**src/hdl/cdsr_pkg.sv**
```systemverilog
`timescale 1ns / 1ps

package cdsr_pkg;

    // default sizing
    localparam int CAPACITY_DEF    = 64;
    localparam int VALUE_WIDTH_DEF = 32;

    // fixed payload widths on the channels
    localparam int OPCODE_W    = 3;
    localparam int VALUE_IN_W  = 32;
    localparam int STATUS_W    = 2;
    localparam int VALUE_OUT_W = 32;
    localparam int SLOT_W      = 6;
    localparam int COUNT_W     = 7;

    typedef enum logic [OPCODE_W-1:0] {
        OP_PUSH_HEAD = 3'd0,
        OP_PUSH_TAIL = 3'd1,
        OP_POP_HEAD  = 3'd2,
        OP_POP_TAIL  = 3'd3,
        OP_FIND      = 3'd4,
        OP_REMOVE    = 3'd5
    } op_t;

    typedef enum logic [STATUS_W-1:0] {
        STS_OK        = 2'd0,
        STS_EMPTY     = 2'd1,
        STS_FULL      = 2'd2,
        STS_NOT_FOUND = 2'd3
    } status_t;

endpackage

```
**src/hdl/cdsr_ifs.sv**
```systemverilog
`timescale 1ns / 1ps

// operation channel
interface cdsr_cmd_if;
    logic                             valid;
    logic                             ready;
    cdsr_pkg::op_t                    opcode;
    logic [cdsr_pkg::VALUE_IN_W-1:0]  value_in;

    modport source (output valid, output opcode, output value_in, input ready);
    modport sink   (input valid, input opcode, input value_in, output ready);
endinterface

// result channel
interface cdsr_rsp_if;
    logic                             valid;
    logic                             ready;
    cdsr_pkg::status_t                status;
    logic [cdsr_pkg::VALUE_OUT_W-1:0] value_out;
    logic [cdsr_pkg::SLOT_W-1:0]      slot_found;
    logic [cdsr_pkg::COUNT_W-1:0]     count_after;

    modport source (output valid, output status, output value_out, output slot_found,
                    output count_after, input ready);
    modport sink   (input valid, input status, input value_out, input slot_found,
                    input count_after, output ready);
endinterface

```
**src/hdl/cdsr_ram.sv**
```systemverilog
`timescale 1ns / 1ps

// simple dual-port RAM, one write and one registered read
module cdsr_ram #(
    parameter int WIDTH = cdsr_pkg::VALUE_WIDTH_DEF,
    parameter int DEPTH = cdsr_pkg::CAPACITY_DEF
) (
    input  logic                     clk,
    input  logic                     we,
    input  logic [$clog2(DEPTH)-1:0] waddr,
    input  logic [WIDTH-1:0]         wdata,
    input  logic                     re,
    input  logic [$clog2(DEPTH)-1:0] raddr,
    output logic [WIDTH-1:0]         rdata
);

    logic [WIDTH-1:0] mem [DEPTH];

    always_ff @(posedge clk)
    begin
        if (we)
        begin
            mem[waddr] <= wdata;
        end
        if (re)
        begin
            rdata <= mem[raddr];
        end
    end

endmodule

```
**src/hdl/circular_deque_with_search_remove_top.sv**
```systemverilog
`timescale 1ns / 1ps

// Channel  Dir  Payload                                       Transfer
// -------  ---  --------------------------------------------  ------------------
// cmd      in   opcode[2:0], value_in[31:0]                   valid && ready
// rsp      out  status[1:0], value_out[31:0], slot_found[5:0], valid && ready
//               count_after[6:0]
//
// One operation at a time. A push or a refused/undefined op parks its result directly,
// a pop first reads the popped slot, a find compares entries from the head onward,
// and a remove then moves the entries on one side of the gap (fewer than CAPACITY).
// The scan and the gap close both run through the single read port of the slot
// RAM, one entry per cycle.
// Reset clears pointers, count and the output valid; the slot RAM is not cleared.
// A stalled rsp holds its result; the next op is still taken meanwhile and parks
// its result until the output register is free.
module circular_deque_with_search_remove_top #(
    parameter int CAPACITY    = cdsr_pkg::CAPACITY_DEF,
    parameter int VALUE_WIDTH = cdsr_pkg::VALUE_WIDTH_DEF
) (
    input  logic         clk,
    input  logic         rst_n,
    cdsr_cmd_if.sink     cmd,
    cdsr_rsp_if.source   rsp
);

    localparam int PTR_W = $clog2(CAPACITY);
    localparam int CNT_W = $clog2(CAPACITY + 1);

    // overlap widths for resizing between internal and port widths
    localparam int VI_W = (VALUE_WIDTH < cdsr_pkg::VALUE_IN_W) ? VALUE_WIDTH
                                                               : cdsr_pkg::VALUE_IN_W;
    localparam int VO_W = (VALUE_WIDTH < cdsr_pkg::VALUE_OUT_W) ? VALUE_WIDTH
                                                                : cdsr_pkg::VALUE_OUT_W;
    localparam int SL_W = (PTR_W < cdsr_pkg::SLOT_W) ? PTR_W : cdsr_pkg::SLOT_W;
    localparam int CO_W = (CNT_W < cdsr_pkg::COUNT_W) ? CNT_W : cdsr_pkg::COUNT_W;

    localparam logic [PTR_W-1:0] LAST_SLOT = PTR_W'(CAPACITY - 1);
    localparam logic [CNT_W-1:0] FULL_CNT  = CNT_W'(CAPACITY);

    // sequencer states
    localparam logic [2:0] ST_IDLE  = 3'd0;
    localparam logic [2:0] ST_POP   = 3'd1;
    localparam logic [2:0] ST_SCAN  = 3'd2;
    localparam logic [2:0] ST_SHIFT = 3'd3;
    localparam logic [2:0] ST_DONE  = 3'd4;

    function automatic logic [PTR_W-1:0] ptr_next(input logic [PTR_W-1:0] p);
        return (p == LAST_SLOT) ? '0 : p + 1'b1;
    endfunction

    function automatic logic [PTR_W-1:0] ptr_prev(input logic [PTR_W-1:0] p);
        return (p == '0) ? LAST_SLOT : p - 1'b1;
    endfunction

    function automatic logic [VALUE_WIDTH-1:0] val_from_in(
        input logic [cdsr_pkg::VALUE_IN_W-1:0] v);
        logic [VALUE_WIDTH-1:0] r;
        r = '0;
        r[VI_W-1:0] = v[VI_W-1:0];
        return r;
    endfunction

    function automatic logic [cdsr_pkg::VALUE_OUT_W-1:0] val_to_out(
        input logic [VALUE_WIDTH-1:0] v);
        logic [cdsr_pkg::VALUE_OUT_W-1:0] r;
        r = '0;
        r[VO_W-1:0] = v[VO_W-1:0];
        return r;
    endfunction

    function automatic logic [cdsr_pkg::SLOT_W-1:0] slot_to_out(input logic [PTR_W-1:0] p);
        logic [cdsr_pkg::SLOT_W-1:0] r;
        r = '0;
        r[SL_W-1:0] = p[SL_W-1:0];
        return r;
    endfunction

    function automatic logic [cdsr_pkg::COUNT_W-1:0] cnt_to_out(input logic [CNT_W-1:0] c);
        logic [cdsr_pkg::COUNT_W-1:0] r;
        r = '0;
        r[CO_W-1:0] = c[CO_W-1:0];
        return r;
    endfunction

    // control state
    logic [2:0]       state_reg, state_next;
    logic [PTR_W-1:0] head_reg, head_next;
    logic [PTR_W-1:0] tail_reg, tail_next;
    logic [CNT_W-1:0] count_reg, count_next;
    logic             out_valid_reg, out_valid_next;

    // working registers of the current op
    cdsr_pkg::op_t          op_reg, op_next;
    logic [VALUE_WIDTH-1:0] val_reg, val_next;
    logic [PTR_W-1:0]       scan_addr_reg, scan_addr_next;   // next slot to read
    logic [CNT_W-1:0]       scan_left_reg, scan_left_next;   // entries not yet read
    logic [PTR_W-1:0]       cmp_addr_reg, cmp_addr_next;     // slot now in rdata
    logic [PTR_W-1:0]       sh_src_reg, sh_src_next;
    logic [PTR_W-1:0]       sh_dst_reg, sh_dst_next;
    logic [PTR_W-1:0]       sh_left_reg, sh_left_next;
    logic                   sh_down_reg, sh_down_next;

    // parked result and output register
    cdsr_pkg::status_t                res_status_reg, res_status_next;
    logic [cdsr_pkg::VALUE_OUT_W-1:0] res_value_reg, res_value_next;
    logic [cdsr_pkg::SLOT_W-1:0]      res_slot_reg, res_slot_next;
    logic [cdsr_pkg::COUNT_W-1:0]     res_count_reg, res_count_next;
    cdsr_pkg::status_t                out_status_reg, out_status_next;
    logic [cdsr_pkg::VALUE_OUT_W-1:0] out_value_reg, out_value_next;
    logic [cdsr_pkg::SLOT_W-1:0]      out_slot_reg, out_slot_next;
    logic [cdsr_pkg::COUNT_W-1:0]     out_count_reg, out_count_next;

    // slot RAM port
    logic                   ram_we;
    logic [PTR_W-1:0]       ram_waddr;
    logic [VALUE_WIDTH-1:0] ram_wdata;
    logic                   ram_re;
    logic [PTR_W-1:0]       ram_raddr;
    logic [VALUE_WIDTH-1:0] ram_rdata;

    logic                   cmd_xfer;
    logic                   out_free;
    logic [VALUE_WIDTH-1:0] val_in_w;
    logic [CNT_W-1:0]       count_inc;
    logic [CNT_W-1:0]       count_dec;
    logic [PTR_W-1:0]       push_slot;

    cdsr_ram #(
        .WIDTH (VALUE_WIDTH),
        .DEPTH (CAPACITY)
    ) u_slots (
        .clk   (clk),
        .we    (ram_we),
        .waddr (ram_waddr),
        .wdata (ram_wdata),
        .re    (ram_re),
        .raddr (ram_raddr),
        .rdata (ram_rdata)
    );

    assign cmd.ready       = (state_reg == ST_IDLE);
    assign cmd_xfer        = cmd.valid && cmd.ready;
    assign out_free        = !out_valid_reg || rsp.ready;
    assign val_in_w        = val_from_in(cmd.value_in);
    assign count_inc       = count_reg + 1'b1;
    assign count_dec       = count_reg - 1'b1;

    assign rsp.valid       = out_valid_reg;
    assign rsp.status      = out_status_reg;
    assign rsp.value_out   = out_value_reg;
    assign rsp.slot_found  = out_slot_reg;
    assign rsp.count_after = out_count_reg;

    always_comb
    begin
        state_next      = state_reg;
        head_next       = head_reg;
        tail_next       = tail_reg;
        count_next      = count_reg;
        out_valid_next  = out_valid_reg;
        op_next         = op_reg;
        val_next        = val_reg;
        scan_addr_next  = scan_addr_reg;
        scan_left_next  = scan_left_reg;
        cmp_addr_next   = cmp_addr_reg;
        sh_src_next     = sh_src_reg;
        sh_dst_next     = sh_dst_reg;
        sh_left_next    = sh_left_reg;
        sh_down_next    = sh_down_reg;
        res_status_next = res_status_reg;
        res_value_next  = res_value_reg;
        res_slot_next   = res_slot_reg;
        res_count_next  = res_count_reg;
        out_status_next = out_status_reg;
        out_value_next  = out_value_reg;
        out_slot_next   = out_slot_reg;
        out_count_next  = out_count_reg;
        ram_we          = 1'b0;
        ram_waddr       = '0;
        ram_wdata       = val_in_w;
        ram_re          = 1'b0;
        ram_raddr       = '0;
        push_slot       = head_reg;

        // output register drains on its own transfer
        if (out_valid_reg && rsp.ready)
        begin
            out_valid_next = 1'b0;
        end

        unique case (state_reg)
            ST_IDLE:
            begin
                if (cmd_xfer)
                begin
                    op_next         = cmd.opcode;
                    val_next        = val_in_w;
                    res_status_next = cdsr_pkg::STS_OK;
                    res_value_next  = '0;
                    res_slot_next   = '0;
                    res_count_next  = cnt_to_out(count_reg);
                    state_next      = ST_DONE;
                    case (cmd.opcode) inside
                        cdsr_pkg::OP_PUSH_HEAD, cdsr_pkg::OP_PUSH_TAIL:
                        begin
                            if (count_reg == FULL_CNT)
                            begin
                                res_status_next = cdsr_pkg::STS_FULL;
                            end
                            else
                            begin
                                // first push into an empty deque keeps the pointer
                                if (cmd.opcode == cdsr_pkg::OP_PUSH_HEAD)
                                begin
                                    push_slot = (count_reg != '0) ? ptr_prev(head_reg)
                                                                  : head_reg;
                                    head_next = push_slot;
                                end
                                else
                                begin
                                    push_slot = (count_reg != '0) ? ptr_next(tail_reg)
                                                                  : tail_reg;
                                    tail_next = push_slot;
                                end
                                ram_we         = 1'b1;
                                ram_waddr      = push_slot;
                                count_next     = count_inc;
                                res_value_next = val_to_out(val_in_w);
                                res_count_next = cnt_to_out(count_inc);
                            end
                        end
                        cdsr_pkg::OP_POP_HEAD, cdsr_pkg::OP_POP_TAIL:
                        begin
                            if (count_reg == '0)
                            begin
                                res_status_next = cdsr_pkg::STS_EMPTY;
                            end
                            else
                            begin
                                ram_re         = 1'b1;
                                count_next     = count_dec;
                                res_count_next = cnt_to_out(count_dec);
                                state_next     = ST_POP;
                                if (cmd.opcode == cdsr_pkg::OP_POP_HEAD)
                                begin
                                    ram_raddr = head_reg;
                                    if (count_reg != CNT_W'(1))
                                    begin
                                        head_next = ptr_next(head_reg);
                                    end
                                end
                                else
                                begin
                                    ram_raddr = tail_reg;
                                    if (count_reg != CNT_W'(1))
                                    begin
                                        tail_next = ptr_prev(tail_reg);
                                    end
                                end
                            end
                        end
                        cdsr_pkg::OP_FIND, cdsr_pkg::OP_REMOVE:
                        begin
                            if (count_reg == '0)
                            begin
                                res_status_next = cdsr_pkg::STS_NOT_FOUND;
                            end
                            else
                            begin
                                ram_re         = 1'b1;
                                ram_raddr      = head_reg;
                                cmp_addr_next  = head_reg;
                                scan_addr_next = ptr_next(head_reg);
                                scan_left_next = count_dec;
                                state_next     = ST_SCAN;
                            end
                        end
                        default:
                        begin
                            // undefined op: plain ok with the count unchanged
                        end
                    endcase
                end
            end

            ST_POP:
            begin
                res_value_next = val_to_out(ram_rdata);
                state_next     = ST_DONE;
            end

            ST_SCAN:
            begin
                if (ram_rdata == val_reg)
                begin
                    res_value_next = val_to_out(val_reg);
                    state_next     = ST_DONE;
                    if (op_reg == cdsr_pkg::OP_FIND)
                    begin
                        res_slot_next = slot_to_out(cmp_addr_reg);
                    end
                    else
                    begin
                        count_next     = count_dec;
                        res_count_next = cnt_to_out(count_dec);
                        if (count_reg == CNT_W'(1))
                        begin
                            head_next = '0;
                            tail_next = '0;
                        end
                        else if (cmp_addr_reg == head_reg)
                        begin
                            head_next = ptr_next(head_reg);
                        end
                        else if (cmp_addr_reg == tail_reg)
                        begin
                            tail_next = ptr_prev(tail_reg);
                        end
                        else if (cmp_addr_reg < tail_reg)
                        begin
                            // interior below the tail: pull the upper run down a slot
                            ram_re       = 1'b1;
                            ram_raddr    = cmp_addr_reg + 1'b1;
                            sh_src_next  = cmp_addr_reg + PTR_W'(2);
                            sh_dst_next  = cmp_addr_reg;
                            sh_left_next = tail_reg - cmp_addr_reg - 1'b1;
                            sh_down_next = 1'b1;
                            tail_next    = tail_reg - 1'b1;
                            state_next   = ST_SHIFT;
                        end
                        else
                        begin
                            // interior above the head: push the lower run up a slot
                            ram_re       = 1'b1;
                            ram_raddr    = cmp_addr_reg - 1'b1;
                            sh_src_next  = cmp_addr_reg - PTR_W'(2);
                            sh_dst_next  = cmp_addr_reg;
                            sh_left_next = cmp_addr_reg - head_reg - 1'b1;
                            sh_down_next = 1'b0;
                            head_next    = ptr_next(head_reg);
                            state_next   = ST_SHIFT;
                        end
                    end
                end
                else if (scan_left_reg == '0)
                begin
                    res_status_next = cdsr_pkg::STS_NOT_FOUND;
                    state_next      = ST_DONE;
                end
                else
                begin
                    ram_re         = 1'b1;
                    ram_raddr      = scan_addr_reg;
                    cmp_addr_next  = scan_addr_reg;
                    scan_addr_next = ptr_next(scan_addr_reg);
                    scan_left_next = scan_left_reg - 1'b1;
                end
            end

            ST_SHIFT:
            begin
                // write back the entry read last cycle, read the next one
                ram_we    = 1'b1;
                ram_waddr = sh_dst_reg;
                ram_wdata = ram_rdata;
                if (sh_left_reg != '0)
                begin
                    ram_re       = 1'b1;
                    ram_raddr    = sh_src_reg;
                    sh_left_next = sh_left_reg - 1'b1;
                    if (sh_down_reg)
                    begin
                        sh_src_next = sh_src_reg + 1'b1;
                        sh_dst_next = sh_dst_reg + 1'b1;
                    end
                    else
                    begin
                        sh_src_next = sh_src_reg - 1'b1;
                        sh_dst_next = sh_dst_reg - 1'b1;
                    end
                end
                else
                begin
                    state_next = ST_DONE;
                end
            end

            ST_DONE:
            begin
                if (out_free)
                begin
                    out_valid_next  = 1'b1;
                    out_status_next = res_status_reg;
                    out_value_next  = res_value_reg;
                    out_slot_next   = res_slot_reg;
                    out_count_next  = res_count_reg;
                    state_next      = ST_IDLE;
                end
            end

            default:
            begin
                state_next = ST_IDLE;
            end
        endcase
    end

    always_ff @(posedge clk or negedge rst_n)
    begin
        if (!rst_n)
        begin
            state_reg     <= ST_IDLE;
            head_reg      <= '0;
            tail_reg      <= '0;
            count_reg     <= '0;
            out_valid_reg <= 1'b0;
        end
        else
        begin
            state_reg     <= state_next;
            head_reg      <= head_next;
            tail_reg      <= tail_next;
            count_reg     <= count_next;
            out_valid_reg <= out_valid_next;
        end
    end

    always_ff @(posedge clk)
    begin
        op_reg         <= op_next;
        val_reg        <= val_next;
        scan_addr_reg  <= scan_addr_next;
        scan_left_reg  <= scan_left_next;
        cmp_addr_reg   <= cmp_addr_next;
        sh_src_reg     <= sh_src_next;
        sh_dst_reg     <= sh_dst_next;
        sh_left_reg    <= sh_left_next;
        sh_down_reg    <= sh_down_next;
        res_status_reg <= res_status_next;
        res_value_reg  <= res_value_next;
        res_slot_reg   <= res_slot_next;
        res_count_reg  <= res_count_next;
        out_status_reg <= out_status_next;
        out_value_reg  <= out_value_next;
        out_slot_reg   <= out_slot_next;
        out_count_reg  <= out_count_next;
    end

    // gap close never reads the slot it writes in the same cycle
    a_shift_no_overlap: assert property (@(posedge clk) disable iff (!rst_n)
        (state_reg == ST_SHIFT && sh_left_reg != '0) |-> sh_src_reg != sh_dst_reg)
        else $error("shift read and write hit the same slot");

    // an empty deque keeps both pointers together
    a_empty_ptrs: assert property (@(posedge clk) disable iff (!rst_n)
        (count_reg == '0) |-> (head_reg == tail_reg))
        else $error("empty deque with split pointers");

    // an accepted push into a non-full deque adds exactly one entry
    a_push_count: assert property (@(posedge clk) disable iff (!rst_n)
        (cmd_xfer && count_reg != FULL_CNT &&
         (cmd.opcode == cdsr_pkg::OP_PUSH_HEAD || cmd.opcode == cdsr_pkg::OP_PUSH_TAIL))
        |=> count_reg == $past(count_reg) + 1'b1)
        else $error("push did not grow the count by one");

    // a parked result reaches the output register once it is free
    a_done_delivers: assert property (@(posedge clk) disable iff (!rst_n)
        (state_reg == ST_DONE && out_free) |=> (rsp.valid && state_reg == ST_IDLE))
        else $error("parked result not delivered");

endmodule
```
**src/flat_wrapper.sv**
```systemverilog
// flat-port wrapper written by rule: the top's interface ports become plain ports
module circular_deque_with_search_remove_top_flat 
#(
    parameter int CAPACITY    = cdsr_pkg::CAPACITY_DEF,
    parameter int VALUE_WIDTH = cdsr_pkg::VALUE_WIDTH_DEF
)
  (clk, rst_n, cmd_valid, cmd_opcode, cmd_value_in, cmd_ready, rsp_valid, rsp_status, rsp_value_out, rsp_slot_found, rsp_count_after, rsp_ready);
  cdsr_cmd_if cmd_i ();
  cdsr_rsp_if rsp_i ();
  input  logic clk;
  input  logic rst_n;
  input wire logic [$bits(cmd_i.valid)-1:0] cmd_valid;
  input wire logic [$bits(cmd_i.opcode)-1:0] cmd_opcode;
  input wire logic [$bits(cmd_i.value_in)-1:0] cmd_value_in;
  output wire logic [$bits(cmd_i.ready)-1:0] cmd_ready;
  output wire logic [$bits(rsp_i.valid)-1:0] rsp_valid;
  output wire logic [$bits(rsp_i.status)-1:0] rsp_status;
  output wire logic [$bits(rsp_i.value_out)-1:0] rsp_value_out;
  output wire logic [$bits(rsp_i.slot_found)-1:0] rsp_slot_found;
  output wire logic [$bits(rsp_i.count_after)-1:0] rsp_count_after;
  input wire logic [$bits(rsp_i.ready)-1:0] rsp_ready;
  assign cmd_i.valid = cmd_valid;
  assign cmd_i.opcode = cmd_opcode;
  assign cmd_i.value_in = cmd_value_in;
  assign cmd_ready = cmd_i.ready;
  assign rsp_valid = rsp_i.valid;
  assign rsp_status = rsp_i.status;
  assign rsp_value_out = rsp_i.value_out;
  assign rsp_slot_found = rsp_i.slot_found;
  assign rsp_count_after = rsp_i.count_after;
  assign rsp_i.ready = rsp_ready;
  circular_deque_with_search_remove_top #(.CAPACITY(CAPACITY), .VALUE_WIDTH(VALUE_WIDTH)) u_core (.clk(clk), .rst_n(rst_n), .cmd(cmd_i), .rsp(rsp_i));
endmodule
```
**config.mk**
```make
export PLATFORM = sky130hd
export DESIGN_NAME = circular_deque_with_search_remove_top_flat
export DESIGN_NICKNAME = d
export VERILOG_FILES = /design/src/hdl/cdsr_pkg.sv /design/src/hdl/cdsr_ifs.sv /design/src/hdl/cdsr_ram.sv /design/src/hdl/circular_deque_with_search_remove_top.sv /design/src/flat_wrapper.sv
export SDC_FILE = /design/constraint.sdc
export NUM_CORES = 2
export LEC_CHECK = 0
export BUFFER_PORTS_ARGS = -buffer_cell sky130_fd_sc_hd__buf_2
export CORE_MARGIN = 5
export CORE_UTILIZATION = 51
export DETAILED_ROUTE_END_ITERATION = 6
export HOLD_SLACK_MARGIN = 0.12
export PLACE_DENSITY = 0.66
export RECOVER_POWER = 25
export SLEW_MARGIN = 20
export SYNTH_ARGS = -nofsm -noshare
export SYNTH_HDL_FRONTEND = slang
export SYNTH_SLANG_ARGS = --single-unit
export TNS_END_PERCENT = 10
```
**constraint.sdc**
```tcl
create_clock -name clk -period 5.9 [get_ports clk]
set_input_delay 0.59 -clock clk [delete_from_list [all_inputs] [get_ports clk]]
set_output_delay 0.59 -clock clk [all_outputs]
set_load 0.03 [all_outputs]
```
======== Word level (Yosys, flattened, before mapping) ========
Memories as Yosys holds them, arrays and structs flattened. A register that Yosys moved wholly into a read port is not among the register bits.
Index checks and enable logic that the tools add are counted.
word-level totals
  word-level logic and storage cells ...... 301
  input bits .............................. 39
  output and inout bits ................... 49
  flip-flop bits (word level) ............. 190
  memories ................................ 1
  RAM bits ................................ 2048
operators by class
  muxes and demuxes ....................... 173
  $add $sub $neg .......................... 21
  bitwise logic cells ..................... 4
  reduce and logical (&&, ||, !) cells .... 30
  order comparisons ....................... 1
  equal/unequal tests ..................... 49
memories
  name                words  bits a word  rd ports  clocked after Yosys merged registers in  wr ports  line            RTL
  u_core.u_slots.mem  64     32           1         1                                        1         cdsr_ram.sv:17  logic [WIDTH-1:0] mem [DEPTH];
operators with widths
  cell                                                                number
  6-bit 2-to-1 mux                                                    93
  32-bit 2-to-1 mux                                                   5
  6-bit case mux with 2 select lines                                  9
  7-bit 2-to-1 mux                                                    14
  32-bit case mux with 3 select lines                                 1
  6-bit by 1-bit subtractor with 6-bit output, second input constant  8
  3-bit 2-to-1 mux                                                    14
  6-bit by 1-bit adder with 6-bit output, second input constant       6
  32-bit == test                                                      1
  7-bit case mux with 2 select lines                                  2
  2-bit inequality test, second input constant                        12
  3-bit inequality test, second input constant                        8
  12-bit AND reduction                                                2
  1-bit 2-to-1 mux                                                    22
  6-bit == test, second input constant                                3
  6-bit case mux with 3 select lines                                  1
  2-bit 2-to-1 mux                                                    8
  4-bit AND reduction                                                 4
  3-bit case mux with 5 select lines                                  1
  7-bit zero test                                                     2
  7-bit by 1-bit subtractor with 7-bit output, second input constant  2
  3-bit by 2-bit == test with 1-bit output, second input constant     4
  3-bit == test, second input constant                                4
  6-bit == test                                                       2
  other kinds (33)                                                    50

======== Depth between registers and ports, before layout ========
  depth after elaboration ................. 9
  mapped depth ............................ 20
  mapped depth without buffers ............ 17

======== Modules after synthesis ========
Synthesis repeated with hierarchy kept, for this count alone.
second synthesis, totals
  cells, all modules ...................... 4570
  area, all modules ....................... 90535.6 um^2
by module, submodules not included
  module                                 times used  sequential area each (um^2)  area an instance (um^2)  cells each
  cdsr_ram                               1           62459.9                      79359.9                  3511
  circular_deque_with_search_remove_top  1           5590.4                       11175.7                  1059

======== Worst setup path before layout ========
OpenSTA, ideal clock, no wires.
  kind .................................... register to register
  from .................................... register u_core.cmp_addr_reg[0]
  to ...................................... register u_core.u_slots.rdata[28], read port of u_core.u_slots.mem (data pin)
  clock period less this slack ............ 4.352 ns
  buffers on the path ..................... 2
  stages on the path, launching flop included .. 20
  data arrival time ....................... 4.220 ns
  library setup time ...................... 0.132 ns
  path slack .............................. 1.548 ns
  required time ........................... 5.768 ns
  cell sequence ........................... edfxtp_1 inv_1 ha_1 inv_1 fa_1 a21oi_1 o221ai_1 clkbuf_1 ha_1 a21o_1 a21oi_1 o21ai_0 xor2_1 a221o_1 and2_1 nand2_1 clkbuf_1 o22ai_1 a311oi_1 and3_1
on the way
  longest elaborated chain between the ends .. 8
  elaborated cells on any way between the ends .. 18
  those cells by class .................... add/sub: 2; order compare: 1; eq/ne: 2; mux: 13
ends and longest elaborated chain
  element                                                                    line                                          RTL
  start: declaration                                                         circular_deque_with_search_remove_top.sv:98   logic [PTR_W-1:0] cmp_addr_reg, cmp_addr_next;
  start signal: assignment                                                   circular_deque_with_search_remove_top.sv:435  cmp_addr_reg <= cmp_addr_next;
  6-bit by 1-bit subtractor with 6-bit output, or another cell as far along  circular_deque_with_search_remove_top.sv:336  ram_raddr = cmp_addr_reg - 1'b1;
  6-bit 2-to-1 mux                                                           circular_deque_with_search_remove_top.sv:320  else if (cmp_addr_reg < tail_reg)
  6-bit 2-to-1 mux                                                           circular_deque_with_search_remove_top.sv:316  else if (cmp_addr_reg == tail_reg)
  6-bit 2-to-1 mux                                                           circular_deque_with_search_remove_top.sv:312  else if (cmp_addr_reg == head_reg)
  6-bit 2-to-1 mux                                                           circular_deque_with_search_remove_top.sv:307  if (count_reg == CNT_W'(1))
  6-bit 2-to-1 mux                                                           circular_deque_with_search_remove_top.sv:299  if (op_reg == cdsr_pkg::OP_FIND)
  6-bit 2-to-1 mux                                                           circular_deque_with_search_remove_top.sv:295  if (ram_rdata == val_reg)
  6-bit case mux with 3 select lines                                         circular_deque_with_search_remove_top.sv:192  unique case (state_reg)
  end: declaration                                                           cdsr_ram.sv:14                                output logic [WIDTH-1:0] rdata
Several ways; a longest one is shown, not always the timed one.
A chain may end at the register's enable or synchronous reset.

======== Worst setup path in the final report ========
  from .................................... register u_core.tail_reg[0]
  to ...................................... register u_core.u_slots.rdata[3], read port of u_core.u_slots.mem (data pin)
on the way
  longest elaborated chain between the ends .. 8
  elaborated cells on any way between the ends .. 20
  those cells by class .................... order compare: 1; eq/ne: 1; mux: 18
ends and longest elaborated chain
  element                             line                                          RTL
  start: declaration                  circular_deque_with_search_remove_top.sv:89   logic [PTR_W-1:0] tail_reg, tail_next;
  start signal: assignment            circular_deque_with_search_remove_top.sv:423  tail_reg <= tail_next;
  6-bit < comparator                  circular_deque_with_search_remove_top.sv:320
  6-bit 2-to-1 mux                    circular_deque_with_search_remove_top.sv:320
  6-bit 2-to-1 mux                    circular_deque_with_search_remove_top.sv:316
  6-bit 2-to-1 mux                    circular_deque_with_search_remove_top.sv:312
  6-bit 2-to-1 mux                    circular_deque_with_search_remove_top.sv:307
  6-bit 2-to-1 mux                    circular_deque_with_search_remove_top.sv:299
  6-bit 2-to-1 mux                    circular_deque_with_search_remove_top.sv:295
  6-bit case mux with 3 select lines  circular_deque_with_search_remove_top.sv:192
Several ways; a longest one is shown, not always the timed one.

==> results.tsv <==
stage	metric	value	unit
power	Pwr Density	457	nW/µm²
floorplan	die height	436	µm
setup_path	CP Capture Type	flip-flop	
synthesis	warnings from Yosys	0	
finish	Largest register FFs	2048	
drt	DRT iter0 DRCs	8698	
finish	Fill cells	13676	
synthesis	asr flop ratio synth	0.0101	
job	Max Cap Viol	25	
setup_path	Worst R2R Path Depth	17	
synthesis	top post-synthesis cells by area	edfxtp_1 (73%), nand2_1 (5.5%), mux2i_1 (3.7%)	
timing	Final Cycle Share	0.982	
drt	DRT Pass-1 Iters	7	
finish	area delta synth->final	14.0	%
floorplan	die area	190000	µm²
setup_path	Worst Setup SP	u_core.tail_reg[0]	
power	LEAKAGE	35.3	nW
synthesis	XOR/XNOR share of the synthesized area	0.00814	
synthesis	largest family of logic cells by synthesized area	simple AND/OR/NAND/NOR gates	
grt	All-Layer GR Usage	0.282	
synthesis	top-area cell type share of the netlist area	0.729	
power	Flop pwr share	0.406	
synthesis	simple-gate share of the synthesized area	0.107	
power	worst ir drop on vdd	0.374	mV
setup_path	WP data arrival	6.38	ns
timing	Slew @ Worst Pin	3.55	ns
synthesis	Synth Instances	6336	
grt	vias in the first global route	55399	
timing	Setup violations, final	0	
clock_network	Worst-path clk slew	0.06	ns
drt	routed vias	58256	
synthesis	Yosys reg bits	2270	
hold_path	Worst Hold Class	flip-flop to flip-flop	
clock_network	root buffer cell	clkbuf_16	
timing	Final Hold Vio Count	0	
finish	nets@finish	6696	
power	Power Internal	31.6	mW
setup_path	reg2reg start	u_core.tail_reg[0]	
synthesis	Mapped Avg Cell Area	14.6	µm²
drt	DRC	2	
power	sw frac	0.346	
synthesis	Mapped Area	92500	µm²
synthesis	post-synthesis mux area share	0.0566	
floorplan	# rows	156	
setup_path	R2R Setup Slk	0.10	ns
power	clock network fraction of design power	0.293	
floorplan	I/O pin total	88	
synthesis	adder-cell share of the synthesized area	0.00684	
timing	relative slew slack	-1.37	
placement	dpl ws	0.0383	ns
clock_network	CTS Buf Count	223	
drt	Vias/cell	6.34	
clock_network	H-tree depth	4	
placement	HPWL Detailed	159000	µm
timing	RSZ-0062 raised after global routing	false	
power	P_sw	16.7	mW
synthesis	synth unique cells	81	
floorplan	initial core utilization	0.513	
timing	Hold WS	0.377	ns
synthesis	Compound-Gate Fraction of Synth Area	0.0625	
finish	final std cells w/o fill	9193	
clock_network	CTS tree	yes	
clock_network	CTS max path bufs	3	
run_status	violated checks	design-rule violations, max-capacitance violations, max-slew violations	
synthesis	EDFF count, synth	2247	
drt	Routed Antenna Nets	0	
power	Comb power frac	0.302	
timing	setup ws final	0.105	ns
clock_network	Num Clock Sinks	2270	
placement	placed cell count	8717	
clock_network	Post-CTS Setup Inserts	0	
drt	drt wl/cell	29.8	µm
placement	input/output buffers	87	
placement	RD Place Congestion	0.945	
grt	initial antenna violation count	30	
finish	largest reg by FF count	u_core.u_slots.mem	
finish	Layout Utilization	0.584	
synthesis	Yosys top cell by area	edfxtp_1	
setup_path	critical path type	flip-flop to flip-flop	
timing	final max-slew violation count	1103	
drt	WL final	274000	µm
finish	layout cell share with drive strength beyond 1	0.126	
grt	first-pass GRT wire length	393000	µm
synthesis	Syn Nets	6422	
setup_path	worst setup path endpoint	u_core.u_slots.rdata[3]	
setup_path	worst r2r dst	u_core.u_slots.rdata[3]	
setup_path	worst-path fanout max	22	
setup_path	Worst setup SP type	flip-flop	
setup_path	critical path required time	6.49	ns
power	Tot Pwr	48.2	mW
floorplan	die width	436	µm
timing	fin crit period	5.80	ns
timing	Setup Skew	0.0598	ns
floorplan	Core ar.	181000	µm²
grt	largest net degree at the start of global routing	100	
run_status	status	finished with violations	
clock_network	clk_lat worst skew	0.88	ns
timing	fmax	0.173	GHz
synthesis	Top FF cell, synth	edfxtp_1	
synthesis	sequential area share after synthesis	0.735	
grt	GRT Residual Overflow	0	
## area by class of cell
| class | instances | area (µm²) | share of cell area |
|---|---|---|---|
| flip-flops and latches | 2270 | 68100 | 0.645 |
| multi-input cells | 3579 | 23000 | 0.218 |
| clock buffers | 274 | 5810 | 0.0551 |
| repair buffers | 460 | 3870 | 0.0367 |
| well taps | 2370 | 2970 | 0.0281 |
| clock inverters | 148 | 1440 | 0.0136 |
| inverters | 76 | 287 | 0.00272 |
| diodes | 16 | 40.0 | 0.000380 |
## worst max-delay path: stages, from the launching register on
cell and delay [ns]:
dfrtp_1 0.52, ha_1 0.24, inv_1 0.07, fa_1 0.42, a21oi_1 0.16, o221ai_1 0.24, buf_4 0.26, ha_1 0.35
a21oi_1 0.26, o21ai_0 0.15, xor2_1 0.18, a221o_1 0.57, nand2_1 0.14, buf_4 0.25, buf_4 0.20, a221oi_1 0.57
o21ai_0 0.50, and4_1 0.42
## placed cells by master, fill, tap and decap left out, types with 32 or more instances in the layout
cell type	n
xor2_1	54
a211oi_1	95
a21oi_1	133
ha_1	41
clkbuf_16	225
clkbuf_1	145
a222oi_1	32
clkinv_1	56
nor2_4	67
dlygate4sd3_1	38
a31oi_1	82
inv_1	73
and3_1	41
nand3_1	456
buf_12	56
nor2_1	74
a221oi_1	35
o21ai_0	99
xnor2_1	32
nand2_1	1332
mux2i_1	344
buf_4	261
a311oi_1	124
clkinv_2	44
mux4_2	75
nor4b_1	92
edfxtp_1	2247
## routing by layer
metal / vias to the layer above / global-route usage / share of wire
met4: 10 / 0.111 / 0.042
met1: 29382 / 0.393 / 0.39
li1: 24824 / - / -
met2: 3498 / 0.425 / 0.45
met3: 542 / 0.0780 / 0.12
met5: - / 0 / 0.00023
## power groups by stage
stage | logic (mW) | clock network [mW] | registers (mW)
6_report | 14.5 | 14.1 | 19.6
2_1_floorplan | 8.28 | 0 | 19.8
3_5_place_dp | 14.2 | 0 | 19.8
3_3_place_gp | 14.0 | 0 | 19.8
5_1_grt | 15.3 | 14.9 | 19.6
4_1_cts | 14.3 | 14.3 | 19.5
## cells in the mapped netlist, types with 7 or more instances
| master | instances |
|---|---|
| nand2_1 | 1350 |
| inv_1 | 73 |
| nor2_1 | 146 |
| buf_4 | 31 |
| a21oi_1 | 135 |
| o21ai_0 | 113 |
| nor2b_1 | 7 |
| nor4b_1 | 92 |
| o211ai_1 | 9 |
| mux4_2 | 75 |
| and4_1 | 26 |
| a221oi_1 | 37 |
| a311oi_1 | 126 |
| ha_1 | 41 |
| a22o_1 | 11 |
| nand4_1 | 15 |
| and3_1 | 41 |
| xnor2_1 | 32 |
| edfxtp_1 | 2247 |
| a222oi_1 | 32 |
| dfrtp_1 | 23 |
| nor4_1 | 11 |
| o22ai_1 | 16 |
| o2111ai_1 | 8 |
| mux2i_1 | 344 |
| nor3_1 | 37 |
| xor2_1 | 54 |
| buf_2 | 138 |
| clkbuf_1 | 192 |
| mux2_2 | 9 |
| o21bai_1 | 7 |
| a21o_1 | 9 |
| nand3_1 | 457 |
| o311ai_0 | 21 |
| buf_6 | 11 |
| a211oi_1 | 96 |
| a32o_1 | 25 |
| a22oi_1 | 12 |
| a31oi_1 | 82 |
| buf_1 | 38 |
| a32oi_1 | 30 |
## per-stage QoR
| step | instance area, µm² | TNS, ns |
|---|---|---|
| global placement | 97900 | -1.57 |
| global route | 105000 | 0 |
| finish | 105000 | 0 |
| detailed placement | 98000 | 0 |
| CTS | 106000 | 0 |
| floorplan | 92500 | 0 |
## worst min path at each step
| stage | startpoint | endpoint | slack [ns] | cells past startpoint |
|---|---|---|---|---|
| floorplan | rst_n | u_core.count_reg[0] | 0.29 | 0 |
| global placement | u_core.res_slot_reg[4] | u_core.rsp.slot_found[4] | 0.40 | 0 |
| detailed placement | u_core.res_slot_reg[5] | u_core.rsp.slot_found[5] | 0.40 | 0 |
| CTS | rst_n | u_core.count_reg[4] | 0.22 | 2 |
| global route | u_core.res_slot_reg[0] | u_core.rsp.slot_found[0] | 0.41 | 0 |
| finish | u_core.res_slot_reg[2] | u_core.rsp.slot_found[2] | 0.38 | 0 |
## what timing repair did
action,CTS,global route
hold buffers,38,0
endpoints found under the hold margin,93,0
gates resized for setup,0,8
endpoints found under the setup margin,0,10
## cells by family (layout without fill, tap and decap cells)
family          count (synthesis)  in the layout
buf+inv                       487            958
fa+ha+maj                      47             47
xor+xnor                       86             86
flops                        2270           2270
mux                           428            428
simple gates                 2216           2216
other cells                     0             16
compound gates                802            802
Power figures use the tool's default switching activity.
